### src/rtl/scd_pkg.sv
// Shared types and codes for the sync/length/checksum deframer.
`timescale 1ns / 1ps

package scd_pkg;

    // Result kinds
    localparam logic [1:0] KIND_DATA = 2'd0;
    localparam logic [1:0] KIND_GOOD = 2'd1;
    localparam logic [1:0] KIND_BAD  = 2'd2;
    localparam logic [1:0] KIND_LONG = 2'd3;

    // Configuration register indexes
    localparam int unsigned CFG_IDX_W = 3;
    localparam int unsigned CFG_DATA_W = 16;
    localparam logic [CFG_IDX_W-1:0] CFG_TWO_SYNC   = 3'd0;
    localparam logic [CFG_IDX_W-1:0] CFG_SYNC_FIRST = 3'd1;
    localparam logic [CFG_IDX_W-1:0] CFG_SYNC_SECOND = 3'd2;
    localparam logic [CFG_IDX_W-1:0] CFG_TWO_LEN    = 3'd3;
    localparam logic [CFG_IDX_W-1:0] CFG_SUM_MODE   = 3'd4;
    localparam logic [CFG_IDX_W-1:0] CFG_LIMIT      = 3'd5;

    // Reset values of the configuration registers
    localparam logic [7:0]  SYNC_FIRST_RST  = 8'd250;
    localparam logic [7:0]  SYNC_SECOND_RST = 8'd255;
    localparam logic [15:0] LIMIT_RST       = 16'd255;

    typedef struct packed {
        logic        two_sync_bytes;
        logic [7:0]  first_sync_value;
        logic [7:0]  second_sync_value;
        logic        two_length_bytes;
        logic        sum_mode;
        logic [15:0] payload_limit;
    } t_cfg;

    typedef struct packed {
        logic [1:0]  out_kind;
        logic [7:0]  out_byte;
        logic [15:0] frame_length;
        logic        frame_end;
    } t_result;

endpackage

### src/rtl/scd_cfg.sv
// Configuration register file of the deframer.
`timescale 1ns / 1ps

module scd_cfg (
    input  logic                          i_clk,
    input  logic                          i_rst_n,
    input  logic                          i_wr_en,
    input  logic [scd_pkg::CFG_IDX_W-1:0] i_wr_index,
    input  logic [scd_pkg::CFG_DATA_W-1:0] i_wr_data,
    output scd_pkg::t_cfg                 o_cfg
);
    import scd_pkg::*;

    t_cfg r_cfg;

    always_ff @(posedge i_clk) begin
        if (!i_rst_n) begin
            r_cfg.two_sync_bytes    <= 1'b0;
            r_cfg.first_sync_value  <= SYNC_FIRST_RST;
            r_cfg.second_sync_value <= SYNC_SECOND_RST;
            r_cfg.two_length_bytes  <= 1'b0;
            r_cfg.sum_mode          <= 1'b0;
            r_cfg.payload_limit     <= LIMIT_RST;
        end else if (i_wr_en) begin
            unique case (i_wr_index)
                CFG_TWO_SYNC:    r_cfg.two_sync_bytes    <= i_wr_data[0];
                CFG_SYNC_FIRST:  r_cfg.first_sync_value  <= i_wr_data[7:0];
                CFG_SYNC_SECOND: r_cfg.second_sync_value <= i_wr_data[7:0];
                CFG_TWO_LEN:     r_cfg.two_length_bytes  <= i_wr_data[0];
                CFG_SUM_MODE:    r_cfg.sum_mode          <= i_wr_data[0];
                CFG_LIMIT:       r_cfg.payload_limit     <= i_wr_data[15:0];
                default: ;  // drop writes beyond the register list
            endcase
        end
    end

    assign o_cfg = r_cfg;

endmodule

### src/rtl/scd_fsm.sv
// Frame state machine: sync hunt, length, payload and checksum check.
`timescale 1ns / 1ps

module scd_fsm (
    input  logic             i_clk,
    input  logic             i_rst_n,
    input  logic             i_fire,
    input  logic [7:0]       i_byte,
    input  scd_pkg::t_cfg    i_cfg,
    output logic             o_res_valid,
    output scd_pkg::t_result o_res
);
    import scd_pkg::*;

    typedef enum logic [2:0] {
        ST_HUNT1   = 3'd0,
        ST_HUNT2   = 3'd1,
        ST_LEN_HI  = 3'd2,
        ST_LEN_LO  = 3'd3,
        ST_PAYLOAD = 3'd4,
        ST_CHK_HI  = 3'd5,
        ST_CHK_LO  = 3'd6
    } t_state;

    t_state      r_state, n_state;
    logic [15:0] r_len, n_len;
    logic [15:0] r_left, n_left;
    logic [7:0]  r_xor, n_xor;
    logic [15:0] r_sum, n_sum;
    logic [7:0]  r_chk_hi, n_chk_hi;

    logic [15:0] len_full;
    logic [15:0] left_dec;

    always_comb begin
        n_state  = r_state;
        n_len    = r_len;
        n_left   = r_left;
        n_xor    = r_xor;
        n_sum    = r_sum;
        n_chk_hi = r_chk_hi;
        o_res_valid = 1'b0;
        o_res.out_kind     = KIND_DATA;
        o_res.out_byte     = 8'd0;
        o_res.frame_length = r_len;
        o_res.frame_end    = 1'b0;
        len_full = (r_state == ST_LEN_LO) ? (r_len | {8'd0, i_byte}) : {8'd0, i_byte};
        left_dec = r_left - 16'd1;

        if (i_fire) begin
            unique case (r_state)
                ST_HUNT2, ST_HUNT1: begin
                    if (r_state == ST_HUNT2 && i_byte == i_cfg.second_sync_value) begin
                        n_state = ST_LEN_HI;
                    end else if (i_byte == i_cfg.first_sync_value) begin
                        // start a new frame
                        n_len    = 16'd0;
                        n_left   = 16'd0;
                        n_xor    = 8'd0;
                        n_sum    = 16'd0;
                        n_chk_hi = 8'd0;
                        n_state  = i_cfg.two_sync_bytes ? ST_HUNT2 : ST_LEN_HI;
                    end else begin
                        n_state = ST_HUNT1;
                    end
                end
                ST_LEN_HI, ST_LEN_LO: begin
                    n_xor = r_xor ^ i_byte;
                    n_sum = r_sum + {8'd0, i_byte};
                    if (r_state == ST_LEN_HI && i_cfg.two_length_bytes) begin
                        n_len   = {i_byte, 8'd0};
                        n_state = ST_LEN_LO;
                    end else begin
                        n_len = len_full;
                        if (len_full > i_cfg.payload_limit) begin
                            n_state = ST_HUNT1;
                            o_res_valid        = 1'b1;
                            o_res.out_kind     = KIND_LONG;
                            o_res.frame_length = len_full;
                            o_res.frame_end    = 1'b1;
                        end else begin
                            n_left  = len_full;
                            n_state = (len_full == 16'd0) ? ST_CHK_HI : ST_PAYLOAD;
                        end
                    end
                end
                ST_PAYLOAD: begin
                    n_xor  = r_xor ^ i_byte;
                    n_sum  = r_sum + {8'd0, i_byte};
                    n_left = left_dec;
                    if (left_dec == 16'd0) begin
                        n_state = ST_CHK_HI;
                    end
                    o_res_valid    = 1'b1;
                    o_res.out_kind = KIND_DATA;
                    o_res.out_byte = i_byte;
                end
                ST_CHK_HI: begin
                    if (i_cfg.sum_mode) begin
                        n_chk_hi = i_byte;
                        n_state  = ST_CHK_LO;
                    end else begin
                        n_state = ST_HUNT1;
                        o_res_valid     = 1'b1;
                        o_res.out_kind  = (i_byte == r_xor) ? KIND_GOOD : KIND_BAD;
                        o_res.frame_end = 1'b1;
                    end
                end
                ST_CHK_LO: begin
                    n_state = ST_HUNT1;
                    o_res_valid     = 1'b1;
                    o_res.out_kind  = ({r_chk_hi, i_byte} == r_sum) ? KIND_GOOD : KIND_BAD;
                    o_res.frame_end = 1'b1;
                end
                default: begin
                    // unused code behaves as the first sync hunt
                    if (i_byte == i_cfg.first_sync_value) begin
                        n_len    = 16'd0;
                        n_left   = 16'd0;
                        n_xor    = 8'd0;
                        n_sum    = 16'd0;
                        n_chk_hi = 8'd0;
                        n_state  = i_cfg.two_sync_bytes ? ST_HUNT2 : ST_LEN_HI;
                    end else begin
                        n_state = ST_HUNT1;
                    end
                end
            endcase
        end
    end

    always_ff @(posedge i_clk) begin
        if (!i_rst_n) begin
            r_state  <= ST_HUNT1;
            r_len    <= 16'd0;
            r_left   <= 16'd0;
            r_xor    <= 8'd0;
            r_sum    <= 16'd0;
            r_chk_hi <= 8'd0;
        end else begin
            r_state  <= n_state;
            r_len    <= n_len;
            r_left   <= n_left;
            r_xor    <= n_xor;
            r_sum    <= n_sum;
            r_chk_hi <= n_chk_hi;
        end
    end

`ifndef SYNTHESIS
    // A payload phase always has bytes still to come.
    a_payload_left: assert property (@(posedge i_clk) disable iff (!i_rst_n)
        r_state == ST_PAYLOAD |-> r_left != 16'd0)
        else $error("payload phase with no bytes left");

    // Every frame-closing result sends the parser back to the hunt.
    a_end_hunts: assert property (@(posedge i_clk) disable iff (!i_rst_n)
        o_res_valid && o_res.frame_end |=> r_state == ST_HUNT1)
        else $error("closing result without return to hunt");

    // The hunt phases never produce a result.
    a_hunt_silent: assert property (@(posedge i_clk) disable iff (!i_rst_n)
        (r_state == ST_HUNT1 || r_state == ST_HUNT2) |-> !o_res_valid)
        else $error("result during sync hunt");

    // Payload results carry no end flag; status results carry no byte.
    a_kind_shape: assert property (@(posedge i_clk) disable iff (!i_rst_n)
        o_res_valid |-> ((o_res.out_kind == KIND_DATA) != o_res.frame_end)
                        && (!o_res.frame_end || o_res.out_byte == 8'd0))
        else $error("malformed result");
`endif

endmodule

### src/rtl/scd_out.sv
// Output result register with downstream stall handling.
`timescale 1ns / 1ps

module scd_out (
    input  logic             i_clk,
    input  logic             i_rst_n,
    input  logic             i_load,
    input  scd_pkg::t_result i_res,
    input  logic             i_stall,
    output logic             o_space,
    output logic             o_valid,
    output scd_pkg::t_result o_res
);
    import scd_pkg::*;

    logic    r_valid;
    t_result r_res;

    // Room for a new result when empty or when the held one leaves now.
    assign o_space = !r_valid || !i_stall;

    always_ff @(posedge i_clk) begin
        if (!i_rst_n) begin
            r_valid <= 1'b0;
        end else if (i_load) begin
            r_valid <= 1'b1;
        end else if (!i_stall) begin
            r_valid <= 1'b0;
        end
    end

    always_ff @(posedge i_clk) begin
        if (i_load) begin
            r_res <= i_res;
        end
    end

    assign o_valid = r_valid;
    assign o_res   = r_res;

endmodule

### src/rtl/sync_length_checksum_deframer_core.sv
// Top level of the byte-serial sync/length/checksum deframer.
`timescale 1ns / 1ps
//
//  channel   | direction | handshake              | payload
//  ----------+-----------+------------------------+---------------------------------------
//  rx in     | in        | i_valid / o_stall      | i_rx_byte
//  result    | out       | o_valid / i_stall      | o_out_kind o_out_byte o_frame_length
//            |           |                        | o_frame_end
//  config    | in        | i_cfg_valid/o_cfg_ready| i_cfg_index i_cfg_data
//
//  One item per cycle sustained while results are not stalled. An accepted item is held in the
//  input register; the frame state machine parses it from there and loads its result (if
//  any) into the output register, from which the result is offered.
//  Reset (i_rst_n low, synchronous) empties both registers, returns the parser
//  to the first sync hunt and loads the default configuration.
//  A stalled result holds the parser; the input register then fills and
//  o_stall rises. Configuration writes are always taken.
//
module sync_length_checksum_deframer_core (
    input  logic                           i_clk,
    input  logic                           i_rst_n,
    // received bytes
    input  logic                           i_valid,
    output logic                           o_stall,
    input  logic [7:0]                     i_rx_byte,
    // results
    output logic                           o_valid,
    input  logic                           i_stall,
    output logic [1:0]                     o_out_kind,
    output logic [7:0]                     o_out_byte,
    output logic [15:0]                    o_frame_length,
    output logic                           o_frame_end,
    // configuration writes
    input  logic                           i_cfg_valid,
    output logic                           o_cfg_ready,
    input  logic [scd_pkg::CFG_IDX_W-1:0]  i_cfg_index,
    input  logic [scd_pkg::CFG_DATA_W-1:0] i_cfg_data
);
    import scd_pkg::*;

    t_cfg    cfg;
    t_result fsm_res;
    t_result out_res;
    logic    fsm_res_valid;
    logic    out_space;
    logic    fire;
    logic    in_take;

    // Input register: holds one received byte until the parser takes it.
    logic       r_in_valid;
    logic [7:0] r_in_byte;

    assign o_cfg_ready = 1'b1;

    scd_cfg u_cfg (
        .i_clk      (i_clk),
        .i_rst_n    (i_rst_n),
        .i_wr_en    (i_cfg_valid),
        .i_wr_index (i_cfg_index),
        .i_wr_data  (i_cfg_data),
        .o_cfg      (cfg)
    );

    // Parse the held byte whenever the output register has room.
    assign fire    = r_in_valid && out_space;
    // Stall upstream only when the held byte cannot advance.
    assign o_stall = r_in_valid && !out_space;
    assign in_take = i_valid && !o_stall;

    always_ff @(posedge i_clk) begin
        if (!i_rst_n) begin
            r_in_valid <= 1'b0;
        end else if (in_take) begin
            r_in_valid <= 1'b1;
        end else if (fire) begin
            r_in_valid <= 1'b0;
        end
    end

    always_ff @(posedge i_clk) begin
        if (in_take) begin
            r_in_byte <= i_rx_byte;
        end
    end

    scd_fsm u_fsm (
        .i_clk       (i_clk),
        .i_rst_n     (i_rst_n),
        .i_fire      (fire),
        .i_byte      (r_in_byte),
        .i_cfg       (cfg),
        .o_res_valid (fsm_res_valid),
        .o_res       (fsm_res)
    );

    scd_out u_out (
        .i_clk   (i_clk),
        .i_rst_n (i_rst_n),
        .i_load  (fsm_res_valid),
        .i_res   (fsm_res),
        .i_stall (i_stall),
        .o_space (out_space),
        .o_valid (o_valid),
        .o_res   (out_res)
    );

    assign o_out_kind     = out_res.out_kind;
    assign o_out_byte     = out_res.out_byte;
    assign o_frame_length = out_res.frame_length;
    assign o_frame_end    = out_res.frame_end;

endmodule
### config.mk
export PLATFORM = sky130hd
export DESIGN_NAME = sync_length_checksum_deframer_core
export DESIGN_NICKNAME = d
export VERILOG_FILES = /design/src/rtl/scd_pkg.sv /design/src/rtl/scd_cfg.sv /design/src/rtl/scd_fsm.sv /design/src/rtl/scd_out.sv /design/src/rtl/sync_length_checksum_deframer_core.sv
export SDC_FILE = /design/constraint.sdc
export NUM_CORES = 1
export LEC_CHECK = 0
export BUFFER_PORTS_ARGS = -buffer_cell sky130_fd_sc_hd__buf_4
export CAP_MARGIN = 10
export CORE_UTILIZATION = 60
export DETAILED_ROUTE_END_ITERATION = 16
export HOLD_SLACK_MARGIN = 0.05
export PLACE_DENSITY = 0.78
export SETUP_SLACK_MARGIN = 0.15
export SLEW_MARGIN = 0
export SYNTH_ARGS = -nofsm -noshare
export SYNTH_HDL_FRONTEND = slang
export SYNTH_SLANG_ARGS = --single-unit
### constraint.sdc
create_clock -name i_clk -period 5.3 [get_ports i_clk]
set_input_delay 0.53 -clock i_clk [delete_from_list [all_inputs] [get_ports i_clk]]
set_output_delay 0.53 -clock i_clk [all_outputs]
set_load 0.02 [all_outputs]
# Yosys cells after proc, flatten, opt, wreduce, memory -nomap -nowiden
# Index checks and enable logic that the tools add are counted.
[word_totals]
ff_bits = 139
input_bits = 32
out_inout_bits = 30
elab_cells = 131
[op_classes]
addsub = 2
order_cmp = 1
n_eq_ne = 21
n_mux = 49
n_bitwise = 5
reduce_logical = 34
[op_table]
columns = ["cell", "count"]
rows = [
  ["two-way mux 16 bit", 11],
  ["one-hot mux 16 bit (3 select lines)", 2],
  ["one-hot mux 16 bit (4 select lines)", 1],
  ["two-way mux 17 bit", 3],
  ["one-hot mux 8 bit (3 select lines)", 2],
  ["two-way mux 8 bit", 5],
  ["zero test 16 bit", 2],
  ["== test 8 bit", 3],
  ["two-way mux 3 bit", 6],
  ["adder 16 x 8 -> 16 bit", 1],
  ["== test 16 bit", 1],
  ["> comparator 16 bit", 1],
  ["OR 16 x 8 -> 16 bit", 1],
  ["AND reduction 2 bit", 8],
  ["subtractor 16 x 1 -> 16 bit, second input constant", 1],
  ["== test 3 bit, second input constant", 5],
  ["one-hot mux 3 bit (5 select lines)", 1],
  ["== test 3 x 2 -> 1 bit, second input constant", 4],
  ["two-way mux 2 bit", 6],
  ["two-way mux 1 bit", 9],
  ["inequality test 2 bit, second input constant", 4],
  ["OR reduction 2 bit", 4],
  ["bitwise XOR 8 bit", 1],
  ["== test 3 x 1 -> 1 bit, second input constant", 2],
  ["other kinds (14)", 28],
]

# Depth between registers and ports, before layout
[depth]
depth_word = 8
depth_mapped = 14

# By module
# Synthesis repeated with hierarchy kept, for this count alone.
[hier_totals]
hier_cells = 845
area_unflattened_um2 = 7469.7
[modules_own_cells]
columns = ["mod", "instances", "cells_per_inst", "area_per_inst_um2", "seq_area_each_um2"]
rows = [
  ["scd_fsm", 1, 658, 4844.6, 1341.3],
  ["scd_cfg", 1, 141, 1473.9, 700.7],
  ["scd_out", 1, 31, 845.8, 830.8],
  ["sync_length_checksum_deframer_core", 1, 15, 305.3, 260.2],
]

# Least setup slack after synthesis
# Ideal clock, no wire load.
[synth_timing]
kind = "reg-to-reg"
startpoint = "register u_fsm.r_state[2]"
endpoint = "register u_out.r_res (netlist bit u_out.o_res[0]), enable pin"
arrival_time_ns = 3.882
required_time_ns = 4.879
path_slack_ns = 0.996
path_stages_with_launch = 12
n_path_buf = 3
period_less_slack_ns = 4.304
cell_sequence = "dfxtp_1 -> buf_2 -> and3b_1 -> buf_2 -> clkbuf_1 -> a21o_1 -> ha_1 -> nand4_1 -> a2111o_1 -> a31oi_1 -> a22oi_1 -> o22ai_1"
[synth_via]
elab_chain_cells = 7
elab_cells_between_ends = 14
cone_classes = "1 x order compare; 5 x eq/ne; 5 x mux; 3 x reduce/logical"
[synth_rtl]
columns = ["element", "line_no", "text"]
rows = [
  ["start: declaration", "scd_fsm.sv:25", "t_state r_state, n_state;"],
  ["start signal: assignment", "scd_fsm.sv:141", "r_state <= n_state;"],
  ["== test 3 x 2 -> 1 bit", "scd_fsm.sv:47, scd_fsm.sv:51", ""],
  ["two-way mux 16 bit", "scd_fsm.sv:47", "len_full = (r_state == ST_LEN_LO) ? (r_len | {8'd0, i_byte}) : {8'd0, i_byte};"],
  ["> comparator 16 bit", "scd_fsm.sv:75", "if (len_full > i_cfg.payload_limit) begin"],
  ["two-way mux 1 bit", "scd_fsm.sv:75", ""],
  ["two-way mux 1 bit", "scd_fsm.sv:70", "if (r_state == ST_LEN_HI && i_cfg.two_length_bytes) begin"],
  ["one-hot mux 1 bit (3 select lines) *", "scd_fsm.sv:51", "unique case (r_state)"],
  ["two-way mux 1 bit *", "scd_fsm.sv:50", "if (i_fire) begin"],
  ["via fsm_res_valid", "sync_length_checksum_deframer_core.sv:44", "logic fsm_res_valid;"],
  ["end signal: assignment", "scd_out.sv:34", "r_res <= i_res;"],
  ["end: declaration", "scd_out.sv:17", "t_result r_res;"],
]
# The timed path passes the listed nets; every way through them passes the cells marked *.
# A chain may end at the register's enable or synchronous reset.

# Worst setup path after layout
[layout_timing]
startpoint = "register u_fsm.r_state[2]"
endpoint = "register u_out.r_res (netlist bit u_out.o_res[4]), enable pin"
# Same word-level chain as after synthesis.

==> impl_metrics.ini <==
[die]
dieWidth_um = 114
die-height_um = 114
rows = 40
effective_utilization_at_floorplan = 0.624
floorplan.io_pins = 62
die_ar_um2 = 13100
placeable_area_um2 = 12200

[timing]
setup_repair_after_global_routing_missed_its_margin = no
setup-violations-final = 0
fin_setup_tns_ps = 0
max_slew.worst_pin.slew_ps = 1240
drv_slew = 0
slew_headroom = 0.166
hold_viol_final = 0
maxClockFrequency_mhz = 219
timing.final.crit_share = 0.861
fin_worst_hold_slack_ps = 280
fin_skew_ps = 7.42
layout_min_cycle_time_ps = 4560

[pwr]
pwr-share-clk = 0.467
comb_power_share = 0.089
internal-power_w = 0.00192
power_density_nw_per_um2 = 292
power_switching_w = 0.000613
peakVddDrop_v = 0.000415
cellLeakagePower_nw = 3.28
p_sw_frac = 0.242
power_frac_seq = 0.444

[clocking]
cts_repair_resize_count = 0
cts_max_path_buffers = 2
clk-insertion-delay-late_ps = 420
clkSinkCount = 139
post-cts-setup-buffer-count = 0
cts_tree = built
cts-buffers-inserted = 17
htree_levels = 4
root_buffer = sky130_fd_sc_hd__clkbuf_16
postCtsHoldBufs = 0
worst_setup_hold_path_clk_slew_ps = 60

[placement]
globalplace.congestion = 0.970
port_buffers = 60
dp_hpwl_um = 14800

[global_routing]
grt_antenna_before_repair = 1
track_usage = 0.346
grt_first_pass_wirelength_um = 34400
first_global_vias = 6586
globalRoute.totalOverflow = 0
grt_start_max_net_pins = 61

[setup_path]
critical_path.slowest_cell = sky130_fd_sc_hd__dfxtp_1
worstSetupStartpointType = flip-flop
critPathCaptureType = flip-flop
critPathRequiredTime_ps = 5410
arrival_ps = 4670
critical-path-max-stage-delay_ps = 710
worst_path_class_setup = reg2reg
crit_top_cell = sky130_fd_sc_hd__a21oi_1
critical_path.reg2reg.startpoint = u_fsm.r_state[2]$_SDFFE_PN0P_
crit_path_cell_trace = and3b_1 > a21oi_1 > inv_1 > ha_1 > a21oi_1 > a2111o_1 > a31oi_1 > a22oi_1 > o22ai_2 > buf_4
cp-startpoint = u_fsm.r_state[2]$_SDFFE_PN0P_
critical_path.max_fanout = 21

[run_status]
outcome = finished clean

[finish]
layout_common_cells = 116 x sky130_fd_sc_hd__nand2_1, 104 x sky130_fd_sc_hd__dfxtp_1, 73 x sky130_fd_sc_hd__buf_4
most_common_library_cell_in_the_layout_ignoring_fill_and_taps = sky130_fd_sc_hd__nand2_1
filler_cells = 953
layout-drive-gt1-share = 0.138
antenna-diode-count = 0
growth_of_design_area_from_synthesis_to_finish_pct = 14.0
final_nets = 953

[route]
drt-vias-per-instance = 6.49
drt.antenna.violating_nets = 0
drtIter0Drc = 815
first_drt_pass_iteration_count = 5
wl_per_cell_um = 20.2
drt_drc_violations_left = 0
dr_total_vias = 6977
routed_wl_um = 21700

[logic_synthesis]
synth_seq_cells = 139
post_synth_edffs = 35
netlist_instances = 862
syn_area_per_cell_um2 = 8.80
netlist_area_um2 = 7580
synth.yosys.warnings = 0
syn_nets = 921
ys_types = 70
synth_async_sr_flop_share = 0
synth_sequential_area_ratio = 0.413
synthFlopType = sky130_fd_sc_hd__dfxtp_1

[worst_hold_path]
worst_hold_path_class = in2reg
hold_start = i_rx_byte[6]

[flow_run]
drv_cap = 0
-- cells in the mapped netlist, types with 15 or more instances --
cell type | instances | area share
sky130_fd_sc_hd__a21oi_1 | 71 | 0.047
sky130_fd_sc_hd__and3_1 | 15 | 0.012
sky130_fd_sc_hd__clkbuf_1 | 42 | 0.021
sky130_fd_sc_hd__dfxtp_1 | 104 | 0.27
sky130_fd_sc_hd__edfxtp_1 | 35 | 0.14
sky130_fd_sc_hd__ha_1 | 26 | 0.043
sky130_fd_sc_hd__inv_1 | 27 | 0.013
sky130_fd_sc_hd__nand2_1 | 116 | 0.057
sky130_fd_sc_hd__nand3_1 | 24 | 0.016
sky130_fd_sc_hd__nand4_1 | 23 | 0.019
sky130_fd_sc_hd__nor2_1 | 43 | 0.021
sky130_fd_sc_hd__nor4_1 | 20 | 0.016
sky130_fd_sc_hd__o21ai_0 | 42 | 0.028
sky130_fd_sc_hd__xnor2_1 | 31 | 0.036
-- metrics by stage --
step | power [W] | cells | setup slack (ps) | utilization | cell area [um^2]
after floorplan | 0.00129 | 862 | 996 | - | 7580
after global placement | 0.00136 | 1042 | 1020 | 0.662 | 8050
after detailed placement | 0.00136 | 1042 | 845 | 0.662 | 8050
after CTS | 0.00253 | 1074 | 815 | 0.711 | 8640
after global routing | 0.00260 | 1075 | 475 | 0.711 | 8650
final | 0.00253 | 1075 | 739 | 0.711 | 8650
-- path summary, 6_finish.rpt --
kind	end	slack (ps)	depth (start not counted)
max	u_out.o_res[4]$_DFFE_PP_	740	10
min	r_in_byte[6]$_DFFE_PP_	280	1
max reg2reg	u_out.o_res[4]$_DFFE_PP_	740	10
min reg2reg	u_cfg.o_cfg[12]$_SDFFE_PN0P_	460	2
-- metal layers --
metal  GRT usage  vias to the layer above  part of all wire
met1       0.442                     3347              0.43
met5           0                        -                 0
met2       0.555                      323              0.47
met3      0.0709                       56             0.066
li1            -                     3251                 -
met4       0.180                        0             0.038
-- state kept, by name (all words and copies together) (netlist names) --
register	flops
u_fsm.r_sum	16
u_out.o_res	27
r_in_valid	1
u_fsm.r_state	3
u_out.o_valid	1
u_fsm.r_chk_hi	8
u_cfg.o_cfg	35
u_fsm.r_left	16
u_fsm.r_len	16
r_in_byte	8
u_fsm.r_xor	8
-- cells by family after synthesis --
logic type / after synthesis / synth area share
AO/OA/AOI/OAI: 225 / 0.193
XOR/XNOR: 38 / 0.0488
adder cells (fa/ha/maj): 27 / 0.0455
buffers and inverters: 90 / 0.0534
flip-flops: 139 / 0.413
multiplexers: 22 / 0.0305
other: 1 / 0.000494
AND/OR/NAND/NOR: 320 / 0.215
-- final cells by class --
class                   instances  area, um^2  share of cell area
clock buffers                  22         475              0.0550
clock inverters                10         114              0.0132
inverters                      29         109              0.0126
multi-input cells             633        4050               0.469
flip-flops and latches        139        3130               0.362
well taps                     168         210              0.0243
repair buffers                 74         556              0.0642
-- power groups by stage --
| stage | Sequential, W | Combinational [W] | Clock [W] |
|---|---|---|---|
| after floorplan | 0.00114 | 0.000149 | 0 |
| after global placement | 0.00114 | 0.000211 | 0 |
| after detailed placement | 0.00114 | 0.000217 | 0 |
| after CTS | 0.00112 | 0.000219 | 0.00119 |
| after global routing | 0.00112 | 0.000242 | 0.00124 |
| final | 0.00112 | 0.000224 | 0.00118 |
-- critical path: cells and delay by family, from the launching register on --
family          cells  cell delay, ps
compound gates      6            2280
fa+ha+maj           1             320
buf+inv             2             480
flops               1             710
simple gates        1             440
(Power assumes the default switching activity.)
